$ cat config.mk
export PLATFORM = sky130hd
export DESIGN_NAME = lifetime_alias_block_allocator_flat
export DESIGN_NICKNAME = d
export VERILOG_FILES = /design/src/hdl/lab_pkg.sv /design/src/hdl/lab_if.sv /design/src/hdl/lifetime_alias_block_allocator.sv /design/src/hdl/lab_ram.sv /design/src/flat_wrapper.sv
export SDC_FILE = /design/constraint.sdc
export NUM_CORES = 2
export LEC_CHECK = 0
export BUFFER_PORTS_ARGS = -buffer_cell sky130_fd_sc_hd__buf_2
export CAP_MARGIN = 10
export CORE_UTILIZATION = 50
export CTS_BUF_LIST = sky130_fd_sc_hd__clkbuf_4
export DETAILED_ROUTE_END_ITERATION = 10
export PLACE_DENSITY = 0.65
export REMOVE_ABC_BUFFERS = 1
export SLEW_MARGIN = 10
export SYNTH_ARGS = -nofsm -noshare
export SYNTH_HDL_FRONTEND = slang
export SYNTH_HIERARCHICAL = 1
export SYNTH_SLANG_ARGS = --single-unit
$ cat constraint.sdc
create_clock -name clk -period 6.7 [get_ports clk]
set_input_delay 1.34 -clock clk [delete_from_list [all_inputs] [get_ports clk]]
set_output_delay 1.34 -clock clk [all_outputs]
set_load 0.02 [all_outputs]
$ cat src/hdl/lab_pkg.sv
`timescale 1ns / 1ps
// shared types, widths and codes of the lifetime alias block allocator
package lab_pkg;

    localparam int MAX_BLOCKS_DEF = 64;
    localparam int PASS_BITS_DEF  = 8;

    localparam int DIM_W     = 14;
    localparam int BPP_W     = 5;
    localparam int POS_W     = 8;
    localparam int RCNT_W    = 9;
    localparam int BIDX_W    = 6;
    localparam int WH_W      = 2 * DIM_W;
    localparam int PROD_W    = WH_W + BPP_W;
    localparam int SIZE_W    = 34;
    localparam int CFG_IDX_W = 1;

    localparam logic [CFG_IDX_W-1:0] CFG_FRAME_WIDTH  = 1'd0;
    localparam logic [CFG_IDX_W-1:0] CFG_FRAME_HEIGHT = 1'd1;

    localparam logic KIND_CLEAR = 1'b0;
    localparam logic KIND_ALLOC = 1'b1;

    localparam logic [DIM_W-1:0] FRAME_WIDTH_RST  = 14'd1920;
    localparam logic [DIM_W-1:0] FRAME_HEIGHT_RST = 14'd1080;

    typedef struct packed {
        logic              kind;
        logic [POS_W-1:0]  created_at;
        logic [POS_W-1:0]  last_used_at;
        logic [DIM_W-1:0]  res_width;
        logic [DIM_W-1:0]  res_height;
        logic [BPP_W-1:0]  bytes_per_pixel;
        logic              transient;
        logic [RCNT_W-1:0] resource_count;
    } lab_req_t;

    typedef struct packed {
        logic [BIDX_W-1:0] block_index;
        logic              reused;
        logic              alias_recorded;
        logic              table_full;
    } lab_rsp_t;

endpackage

$ cat src/hdl/lab_if.sv
`timescale 1ns / 1ps
// valid/ready channel interfaces for requests, results and configuration
interface lab_req_if;
    import lab_pkg::*;
    logic     valid;
    logic     ready;
    lab_req_t data;
    modport source (output valid, output data, input ready);
    modport sink (input valid, input data, output ready);
endinterface

interface lab_rsp_if;
    import lab_pkg::*;
    logic     valid;
    logic     ready;
    lab_rsp_t data;
    modport source (output valid, output data, input ready);
    modport sink (input valid, input data, output ready);
endinterface

interface lab_cfg_if;
    import lab_pkg::*;
    logic                 valid;
    logic                 ready;
    logic [CFG_IDX_W-1:0] index;
    logic [DIM_W-1:0]     wdata;
    modport source (output valid, output index, output wdata, input ready);
    modport sink (input valid, input index, input wdata, output ready);
endinterface

$ cat src/hdl/lifetime_alias_block_allocator.sv
`timescale 1ns / 1ps
// top level: best-fit block allocator for aliasing transient resource memory
//
// One request transaction carries one resource lifetime (or a clear command) and
// produces exactly one result transaction. The size is width * height * bytes per
// pixel, computed in two registered multiply steps. A non-transient resource opens a
// new block pinned up to pass resource_count - 1. A transient resource triggers a scan
// of the block table, held in one synchronous ram, reading one entry per cycle and
// keeping the smallest fitting block that is free before the creation pass (lowest
// index on ties). A transient allocation reads each of the N open blocks in turn.
// The result sits in an output register, so the next request is taken while the
// previous result still waits for the sink. The table needs no clearing after reset:
// only entries below the block count are ever read.
module lifetime_alias_block_allocator #(
    parameter int MAX_BLOCKS = lab_pkg::MAX_BLOCKS_DEF,
    parameter int PASS_BITS  = lab_pkg::PASS_BITS_DEF
) (
    input  logic      clk,
    input  logic      rst_n,
    lab_cfg_if.sink   cfg,
    lab_req_if.sink   req,
    lab_rsp_if.source rsp
);
    import lab_pkg::*;

    localparam int IDX_W   = (MAX_BLOCKS > 1) ? $clog2(MAX_BLOCKS) : 1;
    localparam int CNT_W   = $clog2(MAX_BLOCKS + 1);
    localparam int ENTRY_W = SIZE_W + PASS_BITS;
    localparam int PIN_W   = (PASS_BITS > RCNT_W) ? PASS_BITS : RCNT_W;

    typedef enum logic [5:0] {
        S_IDLE   = 6'b000001,
        S_MUL1   = 6'b000010,
        S_MUL2   = 6'b000100,
        S_SCAN   = 6'b001000,
        S_DECIDE = 6'b010000,
        S_DONE   = 6'b100000
    } state_t;

    // control state
    state_t           state_reg, state_next;
    logic [CNT_W-1:0] count_reg, count_next;
    logic [CNT_W-1:0] iss_reg, iss_next;
    logic             pend_reg, pend_next;
    logic             found_reg, found_next;
    logic             rsp_valid_reg, rsp_valid_next;
    logic [DIM_W-1:0] frame_w_reg, frame_w_next;
    logic [DIM_W-1:0] frame_h_reg, frame_h_next;

    // item datapath
    logic                 transient_reg, transient_next;
    logic [PASS_BITS-1:0] created_reg, created_next;
    logic [PASS_BITS-1:0] last_use_reg, last_use_next;
    logic [PASS_BITS-1:0] pin_reg, pin_next;
    logic [DIM_W-1:0]     w_reg, w_next;
    logic [DIM_W-1:0]     h_reg, h_next;
    logic [BPP_W-1:0]     bpp_reg, bpp_next;
    logic [WH_W-1:0]      wh_reg, wh_next;
    logic [SIZE_W-1:0]    size_reg, size_next;
    logic [IDX_W-1:0]     pend_idx_reg, pend_idx_next;
    logic [IDX_W-1:0]     best_idx_reg, best_idx_next;
    logic [SIZE_W-1:0]    best_bytes_reg, best_bytes_next;
    lab_rsp_t             res_reg, res_next;
    lab_rsp_t             rsp_data_reg, rsp_data_next;

    // block table ram: {bytes, free_after}
    logic               mem_we;
    logic [IDX_W-1:0]   mem_waddr;
    logic [ENTRY_W-1:0] mem_wdata;
    logic               mem_re;
    logic [IDX_W-1:0]   mem_raddr;
    logic [ENTRY_W-1:0] mem_rdata;

    logic [SIZE_W-1:0]    ent_bytes;
    logic [PASS_BITS-1:0] ent_free;
    logic                 ent_fits;
    logic [RCNT_W-1:0]    pin_raw;
    logic [PIN_W-1:0]     pin_ext;
    logic                 req_xfer;
    logic                 rsp_xfer;
    logic                 table_is_full;

    lab_ram #(
        .WIDTH (ENTRY_W),
        .DEPTH (MAX_BLOCKS)
    ) u_table (
        .clk   (clk),
        .we    (mem_we),
        .waddr (mem_waddr),
        .wdata (mem_wdata),
        .re    (mem_re),
        .raddr (mem_raddr),
        .rdata (mem_rdata)
    );

    assign cfg.ready = 1'b1;
    assign req.ready = (state_reg == S_IDLE);
    assign rsp.valid = rsp_valid_reg;
    assign rsp.data  = rsp_data_reg;

    assign req_xfer = req.valid && req.ready;
    assign rsp_xfer = rsp_valid_reg && rsp.ready;

    assign ent_bytes     = mem_rdata[ENTRY_W-1:PASS_BITS];
    assign ent_free      = mem_rdata[PASS_BITS-1:0];
    // entry fits when large enough and released strictly before creation
    assign ent_fits      = (ent_bytes >= size_reg) && (ent_free < created_reg);
    assign table_is_full = (count_reg == CNT_W'(MAX_BLOCKS));

    // pin position: count - 1 in 9 bits, saturated to the largest pass value
    assign pin_raw = req.data.resource_count - RCNT_W'(1);
    assign pin_ext = (PIN_W'(pin_raw) > PIN_W'({PASS_BITS{1'b1}}))
                   ? PIN_W'({PASS_BITS{1'b1}}) : PIN_W'(pin_raw);

    always_comb
    begin
        state_next      = state_reg;
        count_next      = count_reg;
        iss_next        = iss_reg;
        pend_next       = 1'b0;
        found_next      = found_reg;
        rsp_valid_next  = rsp_xfer ? 1'b0 : rsp_valid_reg;
        frame_w_next    = frame_w_reg;
        frame_h_next    = frame_h_reg;
        transient_next  = transient_reg;
        created_next    = created_reg;
        last_use_next   = last_use_reg;
        pin_next        = pin_reg;
        w_next          = w_reg;
        h_next          = h_reg;
        bpp_next        = bpp_reg;
        wh_next         = wh_reg;
        size_next       = size_reg;
        pend_idx_next   = pend_idx_reg;
        best_idx_next   = best_idx_reg;
        best_bytes_next = best_bytes_reg;
        res_next        = res_reg;
        rsp_data_next   = rsp_data_reg;
        mem_we          = 1'b0;
        mem_waddr       = '0;
        mem_wdata       = '0;
        mem_re          = 1'b0;
        mem_raddr       = iss_reg[IDX_W-1:0];

        // configuration transactions must arrive only while idle; the block does not enforce it
        if (cfg.valid)
        begin
            case (cfg.index)
                CFG_FRAME_WIDTH:  frame_w_next = cfg.wdata;
                CFG_FRAME_HEIGHT: frame_h_next = cfg.wdata;
                default:          ;
            endcase
        end

        case (state_reg)
            S_IDLE:
            begin
                if (req_xfer)
                begin
                    transient_next = req.data.transient;
                    created_next   = PASS_BITS'(req.data.created_at);
                    last_use_next  = PASS_BITS'(req.data.last_used_at);
                    pin_next       = PASS_BITS'(pin_ext);
                    w_next   = (req.data.res_width == '0) ? frame_w_reg : req.data.res_width;
                    h_next   = (req.data.res_height == '0) ? frame_h_reg : req.data.res_height;
                    bpp_next = req.data.bytes_per_pixel;
                    if (req.data.kind == KIND_CLEAR)
                    begin
                        count_next = '0;
                        res_next   = '0;
                        state_next = S_DONE;
                    end
                    else
                    begin
                        state_next = S_MUL1;
                    end
                end
            end
            S_MUL1:
            begin
                wh_next    = WH_W'(w_reg) * WH_W'(h_reg);
                state_next = S_MUL2;
            end
            S_MUL2:
            begin
                size_next  = SIZE_W'(PROD_W'(wh_reg) * PROD_W'(bpp_reg));
                iss_next   = '0;
                found_next = 1'b0;
                state_next = transient_reg ? S_SCAN : S_DECIDE;
            end
            S_SCAN:
            begin
                // issue one read per cycle, compare each entry in the cycle after its read
                mem_re = (iss_reg < count_reg);
                if (mem_re)
                begin
                    iss_next      = iss_reg + CNT_W'(1);
                    pend_next     = 1'b1;
                    pend_idx_next = iss_reg[IDX_W-1:0];
                end
                if (pend_reg && ent_fits && (!found_reg || (best_bytes_reg > ent_bytes)))
                begin
                    found_next      = 1'b1;
                    best_idx_next   = pend_idx_reg;
                    best_bytes_next = ent_bytes;
                end
                if (!mem_re && !pend_reg)
                begin
                    state_next = S_DECIDE;
                end
            end
            S_DECIDE:
            begin
                if (transient_reg && found_reg)
                begin
                    // reuse: block stays the same size, busy until last use
                    mem_we    = 1'b1;
                    mem_waddr = best_idx_reg;
                    mem_wdata = {best_bytes_reg, last_use_reg};
                    res_next  = '{block_index: BIDX_W'(best_idx_reg), reused: 1'b1,
                                  alias_recorded: 1'b1, table_full: 1'b0};
                end
                else if (table_is_full)
                begin
                    res_next = '{block_index: '0, reused: 1'b0,
                                 alias_recorded: 1'b0, table_full: 1'b1};
                end
                else
                begin
                    // open a new block at the end of the table
                    mem_we     = 1'b1;
                    mem_waddr  = count_reg[IDX_W-1:0];
                    mem_wdata  = {size_reg, transient_reg ? last_use_reg : pin_reg};
                    count_next = count_reg + CNT_W'(1);
                    res_next   = '{block_index: BIDX_W'(count_reg), reused: 1'b0,
                                   alias_recorded: transient_reg, table_full: 1'b0};
                end
                state_next = S_DONE;
            end
            S_DONE:
            begin
                // hand the result to the output register once it is free
                if (!rsp_valid_reg || rsp.ready)
                begin
                    rsp_valid_next = 1'b1;
                    rsp_data_next  = res_reg;
                    state_next     = S_IDLE;
                end
            end
            default:
            begin
                state_next = S_IDLE;
            end
        endcase
    end

    always_ff @(posedge clk or negedge rst_n)
    begin
        if (!rst_n)
        begin
            state_reg     <= S_IDLE;
            count_reg     <= '0;
            iss_reg       <= '0;
            pend_reg      <= 1'b0;
            found_reg     <= 1'b0;
            rsp_valid_reg <= 1'b0;
            frame_w_reg   <= FRAME_WIDTH_RST;
            frame_h_reg   <= FRAME_HEIGHT_RST;
        end
        else
        begin
            state_reg     <= state_next;
            count_reg     <= count_next;
            iss_reg       <= iss_next;
            pend_reg      <= pend_next;
            found_reg     <= found_next;
            rsp_valid_reg <= rsp_valid_next;
            frame_w_reg   <= frame_w_next;
            frame_h_reg   <= frame_h_next;
        end
    end

    always_ff @(posedge clk)
    begin
        transient_reg  <= transient_next;
        created_reg    <= created_next;
        last_use_reg   <= last_use_next;
        pin_reg        <= pin_next;
        w_reg          <= w_next;
        h_reg          <= h_next;
        bpp_reg        <= bpp_next;
        wh_reg         <= wh_next;
        size_reg       <= size_next;
        pend_idx_reg   <= pend_idx_next;
        best_idx_reg   <= best_idx_next;
        best_bytes_reg <= best_bytes_next;
        res_reg        <= res_next;
        rsp_data_reg   <= rsp_data_next;
    end

    // block count never passes the table depth
    a_count_range: assert property (@(posedge clk) disable iff (!rst_n)
        count_reg <= CNT_W'(MAX_BLOCKS))
        else $error("block count beyond table depth");

    // the table is written only when an allocation is settled
    a_write_decide: assert property (@(posedge clk) disable iff (!rst_n)
        mem_we |-> (state_reg == S_DECIDE))
        else $error("table write outside decide step");

    // read data is only consumed during the scan
    a_pend_scan: assert property (@(posedge clk) disable iff (!rst_n)
        pend_reg |-> (state_reg == S_SCAN))
        else $error("table read pending outside scan");

    // a reused block is always a recorded alias and never a full table
    a_reuse_alias: assert property (@(posedge clk) disable iff (!rst_n)
        (rsp_valid_reg && rsp_data_reg.reused)
            |-> (rsp_data_reg.alias_recorded && !rsp_data_reg.table_full))
        else $error("reuse without alias record");

    // opening a new block bumps the block count by one
    a_full_count: assert property (@(posedge clk) disable iff (!rst_n)
        (state_reg == S_DECIDE && !(transient_reg && found_reg) && !table_is_full)
            |=> (count_reg == $past(count_reg) + CNT_W'(1)))
        else $error("block not opened");
endmodule

$ cat src/hdl/lab_ram.sv
`timescale 1ns / 1ps
// generic single-port-write, single-port-read ram with registered read
module lab_ram #(
    parameter int WIDTH = lab_pkg::SIZE_W,
    parameter int DEPTH = lab_pkg::MAX_BLOCKS_DEF
) (
    input  logic                     clk,
    input  logic                     we,
    input  logic [$clog2(DEPTH)-1:0] waddr,
    input  logic [WIDTH-1:0]         wdata,
    input  logic                     re,
    input  logic [$clog2(DEPTH)-1:0] raddr,
    output logic [WIDTH-1:0]         rdata
);
    logic [WIDTH-1:0] mem [DEPTH];

    always_ff @(posedge clk)
    begin
        if (we)
        begin
            mem[waddr] <= wdata;
        end
        if (re)
        begin
            rdata <= mem[raddr];
        end
    end
endmodule

$ cat src/flat_wrapper.sv
// flat-port wrapper written by rule: the top's interface ports become plain ports
module lifetime_alias_block_allocator_flat import lab_pkg::*;
#(
    parameter int MAX_BLOCKS = lab_pkg::MAX_BLOCKS_DEF,
    parameter int PASS_BITS  = lab_pkg::PASS_BITS_DEF
)
  (clk, rst_n, cfg_valid, cfg_index, cfg_wdata, cfg_ready, req_valid, req_data, req_ready, rsp_valid, rsp_data, rsp_ready);
  lab_cfg_if cfg_i ();
  lab_req_if req_i ();
  lab_rsp_if rsp_i ();
  input  logic clk;
  input  logic rst_n;
  input wire logic [$bits(cfg_i.valid)-1:0] cfg_valid;
  input wire logic [$bits(cfg_i.index)-1:0] cfg_index;
  input wire logic [$bits(cfg_i.wdata)-1:0] cfg_wdata;
  output wire logic [$bits(cfg_i.ready)-1:0] cfg_ready;
  input wire logic [$bits(req_i.valid)-1:0] req_valid;
  input wire logic [$bits(req_i.data)-1:0] req_data;
  output wire logic [$bits(req_i.ready)-1:0] req_ready;
  output wire logic [$bits(rsp_i.valid)-1:0] rsp_valid;
  output wire logic [$bits(rsp_i.data)-1:0] rsp_data;
  input wire logic [$bits(rsp_i.ready)-1:0] rsp_ready;
  assign cfg_i.valid = cfg_valid;
  assign cfg_i.index = cfg_index;
  assign cfg_i.wdata = cfg_wdata;
  assign cfg_ready = cfg_i.ready;
  assign req_i.valid = req_valid;
  assign req_i.data = req_data;
  assign req_ready = req_i.ready;
  assign rsp_valid = rsp_i.valid;
  assign rsp_data = rsp_i.data;
  assign rsp_i.ready = rsp_ready;
  lifetime_alias_block_allocator #(.MAX_BLOCKS(MAX_BLOCKS), .PASS_BITS(PASS_BITS)) u_core (.clk(clk), .rst_n(rst_n), .cfg(cfg_i), .req(req_i), .rsp(rsp_i));
endmodule
==> flow_metrics.py <==
metrics = {
    "run_status": {
        "outcome": "completed",
    },
    "floorplan": {
        "die_area_um2": 252600,
        "pin_count": 92,
        "die_h_um": 502.6,
        "core_um2": 248900,
        "die_w_um": 502.6,
        "initial_core_util_pct": 50.33,
        "core.rowCount": 183,
    },
    "synth": {
        "avgSynthCellArea_um2": 19.54,
        "synthDistinctLibCells": 84,
        "synth_warnings": 6,
        "async_reset_ff_share_pct": 1.721,
        "synth_top_area_share_pct": 69.82,
        "syn_area_um2": 125300,
        "synth_top_cell_by_area": "edfxtp_1",
        "netlist_instances": 6411,
        "synth-main-ff-cell": "edfxtp_1",
        "ys_ff_latch": 2964,
        "synth_edf_count": 2913,
        "ys_seq_area_share_pct": 70.85,
        "synthTopCellsByArea": "edfxtp_1 (70%), mux4_2 (12%), fa_1 (3.5%)",
    },
    "clock_network": {
        "clk_latency_ns": 1.47,
        "cts_max_level": 6,
        "clkSinkCount": 2964,
        "cts.path.max_buffers": 4,
        "cts_tree": "built",
        "numCtsBuffers": 755,
        "clk_pin_slew_worst_paths_ns": 0.08,
        "clock-root-buffer": "clkbuf_4",
    },
    "power_and_ir_drop": {
        "p_leak_nw": 46.95,
        "ir_drop_uv": 1703,
        "power.density_nw_per_um2": 398.3,
    },
    "routing": {
        "ant_nets": 0,
        "wl_per_cell_um": 28.46,
        "vias_per_cell": 6.025,
        "dr_total_vias": 66550,
        "drcViolationCount": 0,
        "wl_um": 314300,
        "dr.pass1.iters": 8,
        "drt_iter0_drc": 7742,
    },
    "cells_and_area": {
        "fin_cells": 11040,
        "drive_gt1_share_pct": 30.12,
        "layout_commonest_cell": "edfxtp_1",
        "postLayoutCoreUtil_pct": 56.53,
        "final_cell_area_um2": 140700,
        "nNetsFinal": 7704,
        "layout_common_cells": "edfxtp_1 (2913), clkbuf_4 (1069), mux4_2 (685)",
        "areaGrowthSynthToFinish_pct": 12.31,
        "largest_reg_flops": 2688,
    },
    "worst_setup_path": {
        "required_ns": 7.85,
        "critical_path_class": "register to register",
        "cp.arrival_ns": 7.52,
        "start_kind": "register",
        "end_kind": "register",
        "worstPathMaxFanout": 14,
    },
    "placement": {
        "dpl_cell_area_um2": 131100,
        "io_buffers": 90,
        "hpwlAfterDp_um": 179200,
        "placed_cells_incl_taps": 9720,
        "gp_congestion": 0.8554,
    },
    "global_routing": {
        "grt_usage_pct": 25.13,
        "grt_pass1_wl_um": 457500,
        "antenna_found_initial": 17,
        "grt_max_degree": 126,
        "grt_overflow": 0,
        "grt_pass1_vias": 68400,
    },
    "timing": {
        "slew_violations": 0,
        "max_freq_ghz": 0.1571,
        "rsz0062_at_grt": "no",
        "post-route-period-util_pct": 95.02,
        "fin_crit_ns": 6.367,
        "finalSetupViolCount": 0,
        "finalClockSkew_ns": 0.1074,
        "worst_slew_pin_slew_ns": 1.325,
        "hold_viol_final": 0,
        "worst_slew_margin_rel_pct": 11.47,
    },
    "job": {
        "cap_violations": 0,
    },
    "hold_path": {
        "min_path_type": "input port to register",
    },
}
[critical path, stage by stage (launching register included)]
cell and delay (ns):
edfxtp_1 0.57, and2_1 0.27, fa_1 0.54, inv_1 0.05, fa_1 0.47, inv_1 0.06, fa_1 0.50, inv_1 0.05
fa_1 0.52, inv_1 0.05, fa_1 0.49, fa_1 0.42, ha_1 0.41, o21a_1 0.17, o211a_1 0.14, o2111ai_1 0.15
a31oi_1 0.37, o21ai_1 0.17, o31ai_1 0.42, o41ai_2 0.11, xnor2_1 0.13
[timing repair]
item / 4_1_cts / 5_1_grt
buffers inserted: 0 / 0
gates resized for setup: 0 / 0
hold buffers: 37 / 0
hold endpoints to repair: 85 / 0
[cell usage after synthesis (15+ instances only)]
cell type  instances
a211oi_1          31
a21o_1            78
a21oi_1          104
a221oi_1          29
a22o_1            53
a22oi_1           83
a31oi_1           15
and2_1           183
and3_1            15
buf_1             24
buf_2             64
buf_4             49
clkbuf_1         155
dfrtp_1           42
edfxtp_1        2913
fa_1             219
ha_1             218
inv_1            303
mux2_2            70
mux2i_1          159
mux4_2           685
nand2_1          263
nand2b_1          25
nand3_1           27
nand3b_1          15
nand4_1           24
nor2_1           171
nor2b_1           29
nor3_1            29
o21ai_0           50
o221ai_1          33
o22ai_1           31
xnor2_1           40
xor2_1            18
[report_power, final]
| group | switching (mW) | internal (mW) |
|---|---|---|
| logic | 10.9 | 8.60 |
| clock network | 7.11 | 7.72 |
| registers | 0.345 | 21.4 |
| total | 18.4 | 37.7 |
[kinds of logic after synthesis]
family                   share of synthesized area, %
buffers and inverters                           2.122
multiplexers                                    14.21
adder cells (fa/ha/maj)                         5.677
XOR/XNOR                                       0.4055
flip-flops                                      70.85
other                                        0.002993
AO/OA/AOI/OAI                                   3.487
AND/OR/NAND/NOR                                 3.240
[per-stage QoR]
step | TNS, ns | hold slack (ns) | worst slack, ns | total power, mW
floorplan | -2015.68 | 0.4003 | -21.39 | 37.35
global placement | 0 | 0.4013 | 0.4388 | 41.41
finish | 0 | 0.1666 | 0.3333 | 56.04
detailed placement | 0 | 0.4054 | 0.4051 | 41.63
CTS | 0 | 0.002589 | 0.3486 | 56.65
global route | 0 | 0.03852 | 0.06093 | 59.79
[per-layer routing]
| layer | track usage, % | vias up | wire length, um |
|---|---|---|---|
| met3 | 5.843 | 381 | 29940 |
| met2 | 39.98 | 3104 | 152200 |
| met5 | 0 | - | 27 |
| met4 | 6.401 | 4 | 5258 |
| li1 | - | 27780 | - |
| met1 | 35.18 | 35280 | 126900 |
[path summary, 6_finish.rpt]
check / startpoint / to / slack [ns] / cells after the start
setup / recovery: u_core/h_reg[2] / u_core/wh_reg[26] / 0.33 / 20
hold / removal: req_data[41] / u_core/w_reg[12] / 0.17 / 2
setup reg to reg: u_core/h_reg[2] / u_core/wh_reg[26] / 0.33 / 20
hold reg to reg: u_core/pend_idx_reg[5] / u_core/best_idx_reg[5] / 0.41 / 0
max in group asynchronous: rst_n / u_core/iss_reg[0] / 5.43 / 3
min in group asynchronous: rst_n / u_core/frame_w_reg[0] / 0.62 / 3
[final cells by class]
| cell class | count | area [um2] |
|---|---|---|
| Fill cell | 19130 | 108200 |
| Sequential cell | 2964 | 88780 |
| Tap cell | 3330 | 4167 |
| Clock buffer | 1069 | 8025 |
| Antenna cell | 11 | 27.53 |
| Timing Repair Buffer | 325 | 2845 |
| Inverter | 305 | 1152 |
| Clock inverter | 204 | 1122 |
| Multi-Input combinational cell | 2836 | 34580 |
Power figures use the tool's default switching activity.
